[src/sv/assert_macros.svh]
// Assertion macros shared by the RTL files.
`ifndef ASSERT_MACROS_SVH
`define ASSERT_MACROS_SVH
`ifndef SYNTHESIS
`define ASSERT_CLK(label, clk, rst_n, prop) \
  label: assert property (@(posedge clk) disable iff (!rst_n) prop) \
    else $error("assertion failed");
`define ASSERT_ALWAYS(label, clk, prop) \
  label: assert property (@(posedge clk) prop) else $error("assertion failed");
`else
`define ASSERT_CLK(label, clk, rst_n, prop)
`define ASSERT_ALWAYS(label, clk, prop)
`endif
`endif

[src/sv/fibmp_pkg.sv]
`timescale 1ns / 1ps
package fibmp_pkg;
  localparam int unsigned VAL_W = 31;
  localparam int unsigned PROD_W = 2 * VAL_W;
  localparam logic [VAL_W-1:0] MODULUS_RESET = 31'd1000000007;
  localparam logic [VAL_W-1:0] N_ONE_ANSWER = 31'd2;
  typedef logic [VAL_W-1:0] val_t;
  typedef struct packed {
    logic start;
    logic busy;
    logic done;
  } mm_ctl_t;
endpackage

[src/sv/fibmp_mulmod.sv]
`timescale 1ns / 1ps
`include "assert_macros.svh"
// Modular multiplier: one registered 31x31 product, then restoring
// reduction of the product, one quotient bit per cycle.
module fibmp_mulmod
  import fibmp_pkg::*;
(
  input  logic    clk,
  input  logic    rst_n,
  input  logic    start,
  input  val_t    a,
  input  val_t    b,
  input  val_t    m,
  output logic    busy,
  output logic    done,
  output val_t    res
);
  localparam int unsigned CNT_W = $clog2(PROD_W + 2);

  typedef enum logic [1:0] {S_IDLE, S_MUL, S_RED} state_t;

  state_t              state_r;
  logic [PROD_W-1:0]   prod_r;
  logic [VAL_W:0]      rem_r;
  logic [CNT_W-1:0]    cnt_r;
  logic                done_r;
  logic [VAL_W+1:0]    shifted;
  logic [VAL_W+1:0]    diff;

  // One restoring step: shift in the next product bit, subtract if it fits
  assign shifted = {rem_r, prod_r[PROD_W-1]};
  assign diff = shifted - {2'b00, m};

  always_ff @(posedge clk) begin
    if (!rst_n) begin
      state_r <= S_IDLE;
      done_r  <= 1'b0;
      cnt_r   <= '0;
    end else begin
      done_r <= 1'b0;
      case (state_r)
        S_IDLE: begin
          if (start) begin
            prod_r  <= PROD_W'(a) * PROD_W'(b);
            state_r <= S_MUL;
          end
        end
        S_MUL: begin
          rem_r   <= '0;
          cnt_r   <= CNT_W'(PROD_W);
          state_r <= S_RED;
        end
        S_RED: begin
          prod_r <= {prod_r[PROD_W-2:0], 1'b0};
          if (!diff[VAL_W+1]) rem_r <= diff[VAL_W:0];
          else rem_r <= shifted[VAL_W:0];
          cnt_r <= cnt_r - 1'b1;
          if (cnt_r == CNT_W'(1)) begin
            state_r <= S_IDLE;
            done_r  <= 1'b1;
          end
        end
        default: state_r <= S_IDLE;
      endcase
    end
  end

  assign busy = (state_r != S_IDLE);
  assign done = done_r;
  assign res  = rem_r[VAL_W-1:0];

  `ASSERT_CLK(a_done_idle, clk, rst_n, done |-> !busy)
  `ASSERT_CLK(a_start_busy, clk, rst_n, (start && !busy) |=> busy)
  `ASSERT_CLK(a_rem_range, clk, rst_n, (state_r == S_RED) |-> (rem_r < {1'b0, m}))
endmodule

[src/sv/fibonacci_mod_matrix_power.sv]
`timescale 1ns / 1ps
`include "assert_macros.svh"
// Channel  | ports                          | handshake
// input    | in_index                       | start & !busy
// result   | out_value                      | out_valid, one cycle
// config   | cfg_modulus                    | cfg_valid & cfg_ready
// One multiply-reduce on the shared unit runs issue, product, 62 reduction
// steps and done; a matrix product is 8 of them, followed by the S_NEXT step.
// Each bit of n+2 costs one squaring pass plus one multiply pass per set bit.
// n of 0 or 1, or a zero modulus: no matrix passes; the block goes from idle straight to S_OUT.
// Reset is synchronous, active low; modulus returns to 1000000007.
// Results appear for one cycle and cannot be stalled.
module fibonacci_mod_matrix_power
  import fibmp_pkg::*;
#(
  parameter int unsigned INDEX_WIDTH = 62
) (
  input  logic                   clk,
  input  logic                   rst_n,
  input  logic                   start,
  output logic                   busy,
  input  logic [INDEX_WIDTH-1:0] in_index,
  output logic                   out_valid,
  output logic [VAL_W-1:0]       out_value,
  input  logic                   cfg_valid,
  output logic                   cfg_ready,
  input  logic [VAL_W-1:0]       cfg_modulus
);
  localparam int unsigned EXP_W = INDEX_WIDTH + 1;

  typedef enum logic [2:0] {S_IDLE, S_INIT, S_ISSUE, S_WAIT, S_NEXT,
                            S_OUT} state_t;

  state_t            state_r;
  val_t              mod_r;
  logic [EXP_W-1:0]  exp_r;
  val_t              acc_r [4];
  val_t              base_r [4];
  val_t              tmp_r [4];
  val_t              part_r;
  logic [2:0]        op_r;
  logic              sq_r;
  val_t              value_r;
  logic              out_valid_r;
  val_t              one_m;
  val_t              ma, mb, mres, sum;
  logic [VAL_W:0]    sum_w;
  logic              mul_start, mul_busy, mul_done;
  logic [1:0]        ei;

  assign one_m = (mod_r == VAL_W'(1)) ? '0 : VAL_W'(1);

  // Operand pick: entry ei = {i,j}; op bit0 selects k
  assign ei = op_r[2:1];
  always_comb begin
    if (sq_r) begin
      ma = base_r[{ei[1], op_r[0]}];
      mb = base_r[{op_r[0], ei[0]}];
    end else begin
      ma = acc_r[{ei[1], op_r[0]}];
      mb = base_r[{op_r[0], ei[0]}];
    end
  end

  // Modular add of two partial products
  assign sum_w = {1'b0, part_r} + {1'b0, mres};
  assign sum = (sum_w >= {1'b0, mod_r}) ? val_t'(sum_w - {1'b0, mod_r})
                                         : sum_w[VAL_W-1:0];

  assign mul_start = (state_r == S_ISSUE);

  fibmp_mulmod u_mul (
    .clk(clk), .rst_n(rst_n), .start(mul_start), .a(ma), .b(mb),
    .m(mod_r), .busy(mul_busy), .done(mul_done), .res(mres)
  );

  always_ff @(posedge clk) begin
    if (!rst_n) begin
      state_r     <= S_IDLE;
      mod_r       <= MODULUS_RESET;
      out_valid_r <= 1'b0;
    end else begin
      out_valid_r <= 1'b0;
      // take a configuration transaction while idle and no item arrives
      if (cfg_valid && cfg_ready) mod_r <= cfg_modulus;
      case (state_r)
        S_IDLE: begin
          if (start) begin
            exp_r <= EXP_W'(in_index) + EXP_W'(2);
            if (in_index == '0) begin
              value_r <= '0;
              state_r <= S_OUT;
            end else if (in_index == INDEX_WIDTH'(1)) begin
              value_r <= N_ONE_ANSWER;
              state_r <= S_OUT;
            end else if (mod_r == '0) begin
              value_r <= '0;
              state_r <= S_OUT;
            end else begin
              state_r <= S_INIT;
            end
          end
        end
        S_INIT: begin
          acc_r[0]  <= one_m; acc_r[1] <= '0; acc_r[2] <= '0; acc_r[3] <= one_m;
          base_r[0] <= one_m; base_r[1] <= one_m;
          base_r[2] <= one_m; base_r[3] <= '0;
          op_r <= '0;
          sq_r <= ~exp_r[0];
          state_r <= S_ISSUE;
        end
        S_ISSUE: state_r <= S_WAIT;
        S_WAIT: begin
          if (mul_done) begin
            if (!op_r[0]) part_r <= mres;
            else tmp_r[ei] <= sum;
            op_r <= op_r + 3'd1;
            if (op_r == 3'd7) state_r <= S_NEXT;
            else state_r <= S_ISSUE;
          end
        end
        S_NEXT: begin
          op_r <= '0;
          if (!sq_r) begin
            // multiply pass done, square next
            acc_r   <= tmp_r;
            sq_r    <= 1'b1;
            state_r <= S_ISSUE;
          end else begin
            base_r <= tmp_r;
            exp_r  <= exp_r >> 1;
            if ((exp_r >> 1) == '0) begin
              value_r <= acc_r[0];
              state_r <= S_OUT;
            end else begin
              sq_r    <= ~exp_r[1];
              state_r <= S_ISSUE;
            end
          end
        end
        S_OUT: begin
          out_valid_r <= 1'b1;
          state_r     <= S_IDLE;
        end
        default: state_r <= S_IDLE;
      endcase
    end
  end

  assign busy      = (state_r != S_IDLE);
  assign cfg_ready = (state_r == S_IDLE) && !start;
  assign out_valid = out_valid_r;
  assign out_value = value_r;

  `ASSERT_CLK(a_one_result, clk, rst_n, out_valid |=> !out_valid)
  `ASSERT_CLK(a_mul_only_work, clk, rst_n, mul_busy |-> busy)
  `ASSERT_CLK(a_take_busy, clk, rst_n, (start && !busy) |=> busy)
endmodule
[config.mk]
export PLATFORM = sky130hd
export DESIGN_NAME = fibonacci_mod_matrix_power
export DESIGN_NICKNAME = d
export VERILOG_FILES = /design/src/sv/fibmp_pkg.sv /design/src/sv/fibmp_mulmod.sv /design/src/sv/fibonacci_mod_matrix_power.sv
export VERILOG_INCLUDE_DIRS = /design/src /design/src/sv
export SDC_FILE = /design/constraint.sdc
export NUM_CORES = 2
export LEC_CHECK = 0
export ABC_AREA = 0
export BUFFER_PORTS_ARGS = -buffer_cell sky130_fd_sc_hd__buf_2
export CORE_ASPECT_RATIO = 1.1
export CORE_MARGIN = 3
export CORE_UTILIZATION = 59
export DETAILED_ROUTE_END_ITERATION = 8
export PLACE_DENSITY = 0.79
export SLEW_MARGIN = 30
export SYNTH_ARGS = -nofsm -noshare
export SYNTH_HDL_FRONTEND = slang
export SYNTH_HIERARCHICAL = 1
export SYNTH_SLANG_ARGS = --single-unit
[constraint.sdc]
create_clock -name clk -period 9.4 [get_ports clk]
set_clock_uncertainty 0.05 [all_clocks]
set_input_delay 1.88 -clock clk [delete_from_list [all_inputs] [get_ports clk]]
set_output_delay 1.88 -clock clk [all_outputs]
set_load 0.01 [all_outputs]
# After elaboration in Yosys (flattened, before gate mapping)
# Index checks and enable logic that the tools add are counted.
dict set report word_totals {
  register_bits 639
  output_inout_bits 34
  in_bits 97
}
dict set report classes {
  add_sub_neg 6
  reduce_logical 29
  n_eq_ne 19
  bitwise 6
  n_mul 1
  order_cmp 5
  mux 53
}
# cell n
set op_table {}
lappend op_table {{$pmux 124 s2} 2}
lappend op_table {{$mux 31} 15}
lappend op_table {{$mux 124} 2}
lappend op_table {{$bmux 31 s2} 3}
lappend op_table {{$mux 63} 2}
lappend op_table {{$pmux 63 s2} 1}
lappend op_table {{$bwmux 124} 1}
lappend op_table {{$pmux 62 s2} 1}
lappend op_table {{$pmux 32 s2} 1}
lappend op_table {{$add 62x2->63 const B} 1}
lappend op_table {{$logic_not 63->1} 1}
lappend op_table {{$demux 31 s2} 1}
lappend op_table {{$eq 62x1->1 const B} 1}
lappend op_table {{$logic_not 62->1} 1}
lappend op_table {{$mul 31x31->62} 1}
lappend op_table {{$mux 62} 1}
lappend op_table {{$pmux 31 s2} 1}
lappend op_table {{$sub 33x31->33} 1}
lappend op_table {{$add 31x31->32} 1}
lappend op_table {{$ge 32x31->1} 1}
lappend op_table {{$mux 32} 1}
lappend op_table {{$eq 31x1->1 const B} 1}
lappend op_table {{$logic_not 31->1} 1}
lappend op_table {{$sub 31x31->31} 1}
lappend op_table {{34 further kinds} 76}

# Logic depth before layout (Yosys ltp)
dict set report depth {
  depth_word 8
  depth_mapped 33
  depth_no_buf 30
}

# Cells and area by module
# The synthesis kept the hierarchy.
# module cells_per_inst area_each_um2 instances
set modules_own_cells {}
lappend modules_own_cells {fibmp_mulmod 4222 38060.3 1}
lappend modules_own_cells {fibonacci_mod_matrix_power 2050 26192.6 1}

# Worst setup path before layout
# OpenSTA, ideal clock, no wires.
dict set report synth_path {
  path_kind {flip-flop to flip-flop}
  from {register op_r[0]}
  to {register u_mul.prod_r[54] (data pin)}
  setup_time_ps 257
  synth_period_minus_slack_ps 9356
  arrival_ps 9049
  stages_incl_launch_ff 32
  path_buffers 5
  path_slack_ps 44
  cell_sequence {edfxtp_1 > clkbuf_1 > buf_1 > clkbuf_1 > clkbuf_1 > mux4_2 > clkbuf_1 > and2_1 > fa_1 > fa_1 > fa_1 > inv_1 > fa_1 > inv_1 > fa_1 > inv_1 > fa_1 > inv_1 > fa_1 > inv_1 > fa_1 > inv_1 > ha_1 > nand3_2 > nor3_2 > o211ai_1 > a311o_1 > a311oi_2 > o2111ai_2 > a2111oi_4 > o21a_2 > o31ai_2}
}
dict set report synth_via {
  word_cells_on_any_way 15
}
# item line
set synth_rtl {}
lappend synth_rtl {{start, declared} fibonacci_mod_matrix_power.sv:41} ;# logic [2:0] op_r;
lappend synth_rtl {{start signal, assigned} fibonacci_mod_matrix_power.sv:117} ;# op_r <= op_r + 3'd1;
lappend synth_rtl {{$not 2->3 (implied by the code)} {fibonacci_mod_matrix_power.sv:58, fibonacci_mod_matrix_power.sv:61}}
lappend synth_rtl {{$bmux 31 s2} {fibonacci_mod_matrix_power.sv:58, fibonacci_mod_matrix_power.sv:61}}
lappend synth_rtl {{$mux 31 (implied by the code) (2 in series)} {fibonacci_mod_matrix_power.sv:58, fibonacci_mod_matrix_power.sv:61}}
lappend synth_rtl {{named net mb[6]} fibonacci_mod_matrix_power.sv:46} ;# val_t ma, mb, mres, sum;
lappend synth_rtl {{$mul 31x31->62} fibmp_mulmod.sv:44} ;# prod_r <= PROD_W'(a) * PROD_W'(b);
lappend synth_rtl {{$mux 62} fibmp_mulmod.sv:43} ;# if (start) begin
lappend synth_rtl {{$pmux 62 s2} fibmp_mulmod.sv:41} ;# case (state_r)
lappend synth_rtl {{end signal, assigned} fibmp_mulmod.sv:44}
lappend synth_rtl {{end signal, assigned} fibmp_mulmod.sv:54} ;# prod_r <= {prod_r[PROD_W-2:0], 1'b0};
lappend synth_rtl {{end, declared} fibmp_mulmod.sv:23} ;# logic [PROD_W-1:0] prod_r;
# The timed path passes the listed nets, and every way through them passes these cells. The select of a mux whose other input is x is not followed.
# A chain may end at the register's enable or synchronous reset.

# Worst setup path after layout
dict set report layout_path {
  from {register op_r[0]}
  to {register u_mul.prod_r[51] (data pin)}
}
dict set report layout_via {
  elab_chain_cells 8
  word_cells_on_any_way 15
}
# item line
set layout_rtl {}
lappend layout_rtl {{$not 2->3 (implied by the code) *} {fibonacci_mod_matrix_power.sv:57, fibonacci_mod_matrix_power.sv:60}}
lappend layout_rtl {{$bmux 31 s2 (on tied branches)} {fibonacci_mod_matrix_power.sv:60, fibonacci_mod_matrix_power.sv:57}}
lappend layout_rtl {{$mux 31 (on tied branches) (2 in series)} {fibonacci_mod_matrix_power.sv:60, fibonacci_mod_matrix_power.sv:57}}
lappend layout_rtl {{$mux 31 *} fibonacci_mod_matrix_power.sv:56} ;# if (sq_r) begin
lappend layout_rtl {{named net ma[1]} fibonacci_mod_matrix_power.sv:46}
lappend layout_rtl {{$mul 31x31->62 *} fibmp_mulmod.sv:44}
lappend layout_rtl {{$mux 62 *} fibmp_mulmod.sv:43}
lappend layout_rtl {{$pmux 62 s2 *} fibmp_mulmod.sv:41}
# The timed path passes the listed nets; every way through them passes the cells marked *. The select of a mux whose other input is x is not followed.

==> results.md <==
- TritonCTS Buffers: between 50 and 60
- Dpl cells: around 7600
- First-pass GRT wire length: 255000 um
- Die area: around 110000 um^2
- Drt total wl: about 160000 um
- Reg2Reg Depth: 30
- Syn_area_per_cell: between 10 and 15 um^2
- Post-Syn Instances: between 6000 and 7000
- Fillers: slightly above 8000
- Core ar.: between 100000 and 150000 um^2
- Crit path DAT: 9.51 ns
- Drt pass-1 iters: 5
- Reg2reg setup slack: ~0.24 ns
- Worst slew pin tran: roughly 1.0 ns
- Finish-stage setup viols: 0
- Hold Violations, Final: 0
- Clk_lat worst skew: about 0.67 ns
- Most frequent cells in the layout: inv_1, nand2_1, fa_1
- Slowest-stage cell, CP: fa_1
- Hold Crit Depth: 1
- Synthesized flop and latch total: 639
- Final ANT Viol Nets: 0
- Top FF cell, synth: edfxtp_1
- WHS: roughly 0.46 ns
- Final HPWL DP: about 120000 um
- CTS H-tree depth: 2
- Slew margin rel.: 30.5%
- Utilization after layout: 63.8%
- Clock buffer depth: 3
- Net Count, Synth: roughly 7600
- Post-synth EDFFs: 595
- Drc violations: 0
- FP Rows: 126
- Port Buffers: 130
- Status: completed
- Most common cell after layout, fill and taps aside: inv_1
- Slowest stage delay, CP: 0.58 ns
- Setup TNS: 0 ns
- RR Startpoint: op_r[0]
- Critical Path Sink Type: register
- Hold worst-path end: state_r[1]
- Register area share after synthesis: between 20 and 30%
- Fin cells: between 7000 and 8000
- Asr flop ratio synth: 0%
- Vias: roughly 45000
- Total gr overflow: 0
- Mapped Area: 64300 um^2
- Hold-fix buffers, CTS: 0
- Warning count from the yosys run: 6
- Routed WL per cell: just over 20 um
- Crit Path Class: reg -> reg
- Area Overhead vs Synth: 6.84%
- Fmax: between 100 and 150 MHz
- Vias per std cell: 5.88
- WP data required: slightly below 10 ns
- Worst Min Path Start: u_mul/done
- CP most frequent cell: fa_1
- Initial antenna violation count: 2
- CP Max Fanout: 19
- Detailed router's first-iteration violation count: ~3800
- Width of the die: roughly 320 um
- Share of cells above drive strength 1: under 10%
- Final slew viol count: 0
- Die Y: 352 um
- RR Endpoint: u_mul/prod_r[51]
- Initial core utilization: between 50 and 60%
- Sinks on the clock net: 639
- I/O pins: about 130
- Largest net degree at the start of global routing: 118
- Minimum clock period: ~9 ns
- Root Buffer: clkbuf_16
- Final net count: about 7500
- All-Layer GR Usage: 28.4%
- Crit start category: register
- Hold crit path type: reg -> reg
- Crit. Startpoint: op_r[0]
- Vias in the first global route: around 48000
- Period utilization: 97.5%
- CTS clock-pin slew for the worst setup and hold paths: 0.07 ns
- Placer congestion estimate: ~0.95
- Max cap viols: 0
- TritonCTS clock tree: yes
- Yosys cell types: 95
-- Yosys cell counts, drive strengths merged (17+ instances only) --
library cell | instances | area [um^2]
clkbuf | 305 | 1210
a21oi | 187 | 940
o21bai | 17 | 131
mux4 | 93 | 2090
dfxtp | 44 | 881
mux2i | 27 | 270
nand2 | 886 | 3330
o211ai | 37 | 278
edfxtp | 595 | 17900
mux2 | 27 | 349
a211oi | 30 | 235
nor2b | 17 | 106
nand4 | 59 | 397
a21boi | 21 | 158
o21a | 29 | 220
fa | 840 | 16800
xor2 | 78 | 691
nor3 | 51 | 287
and3 | 185 | 1160
and2 | 523 | 3270
nor4 | 46 | 288
buf | 75 | 488
o21ai | 208 | 1040
nand3 | 64 | 325
inv | 972 | 3650
a21o | 69 | 521
a31oi | 18 | 113
ha | 356 | 4450
nor2 | 178 | 676
xnor2 | 111 | 972
-- how the worst max path moves through the flow --
stage	to	slack (ns)
2_1_floorplan	u_mul/prod_r[54]	0.04
3_3_place_gp	u_mul/prod_r[61]	-0.1
3_5_place_dp	u_mul/prod_r[61]	-0.18
4_1_cts	u_mul/prod_r[57]	0.02
5_1_grt	u_mul/prod_r[54]	-0.02
6_report	u_mul/prod_r[51]	0.24
-- critical path, delay by kind of cell (launching register included) --
| family | cells | cell delay (ns) |
|---|---|---|
| compound gates | 6 | 1.43 |
| fa+ha+maj | 9 | 4.29 |
| simple gates | 5 | 0.74 |
| buf+inv | 9 | 1.59 |
| mux | 1 | 0.36 |
| flops | 1 | 0.44 |
-- metrics by stage --
step / setup slack [ns] / area, um^2
floorplan: 0.0441 / 64300
global placement: -0.0984 / 66200
detailed placement: -0.182 / 66200
CTS: 0.0185 / 68300
global route: -0.0188 / 68600
finish: 0.238 / 68600
-- routing by layer --
metal,routed length (um),track usage [%],share of wire (%),vias to the layer above
met3,12000,4.01,7.5,281
met4,4810,8.92,3.0,0
li1,-,-,-,20300
met5,0,0,0,-
met1,63100,38.1,40,22800
met2,78900,48.1,50,1876
-- sequential cells by signal (all words and copies together) (netlist names) --
register       count
u_mul/cnt_r        6
state_r            3
op_r               3
u_mul/done         1
u_mul/state_r      2
part_r            31
sq_r               1
exp_r             63
acc_r            124
out_valid          1
tmp_r            124
mod_r             31
u_mul/rem_r       32
out_value         31
base_r           124
u_mul/prod_r      62
-- layout make-up --
type                            count  area [um^2]  share of cell area, %
Clock inverter                     42          527                  0.767
Tap cell                         1408         1760                   2.57
Clock buffer                       69         1510                   2.21
Multi-Input combinational cell   4280        40400                   58.8
Timing Repair Buffer              281         2080                   3.03
Sequential cell                   639        18800                   27.3
Antenna cell                        3         7.51                 0.0109
Inverter                          972         3650                   5.31
-- what timing repair did --
action	4_1_cts	5_1_grt
setup buffers	1	6
gates resized for setup	6	42
setup endpoints to repair	7	20
cloned	0	4
pin swaps	1	3
-- cells by family (layout without fill, tap and decap cells) --
| logic type | count (synthesis) | count (layout) | share of synthesized area, % |
|---|---|---|---|
| compound gates | 693 | 693 | 6.76 |
| xor+xnor | 189 | 189 | 2.59 |
| fa+ha+maj | 1196 | 1196 | 33.1 |
| buf+inv | 1353 | 1364 | 8.34 |
| flops | 639 | 639 | 29.2 |
| mux | 147 | 147 | 4.22 |
| other cells | 0 | 3 | 0 |
| simple gates | 2055 | 2055 | 15.8 |
Power is not shown: default switching activity piles up to over one toggle a cycle in this logic, so the estimate is an artifact.
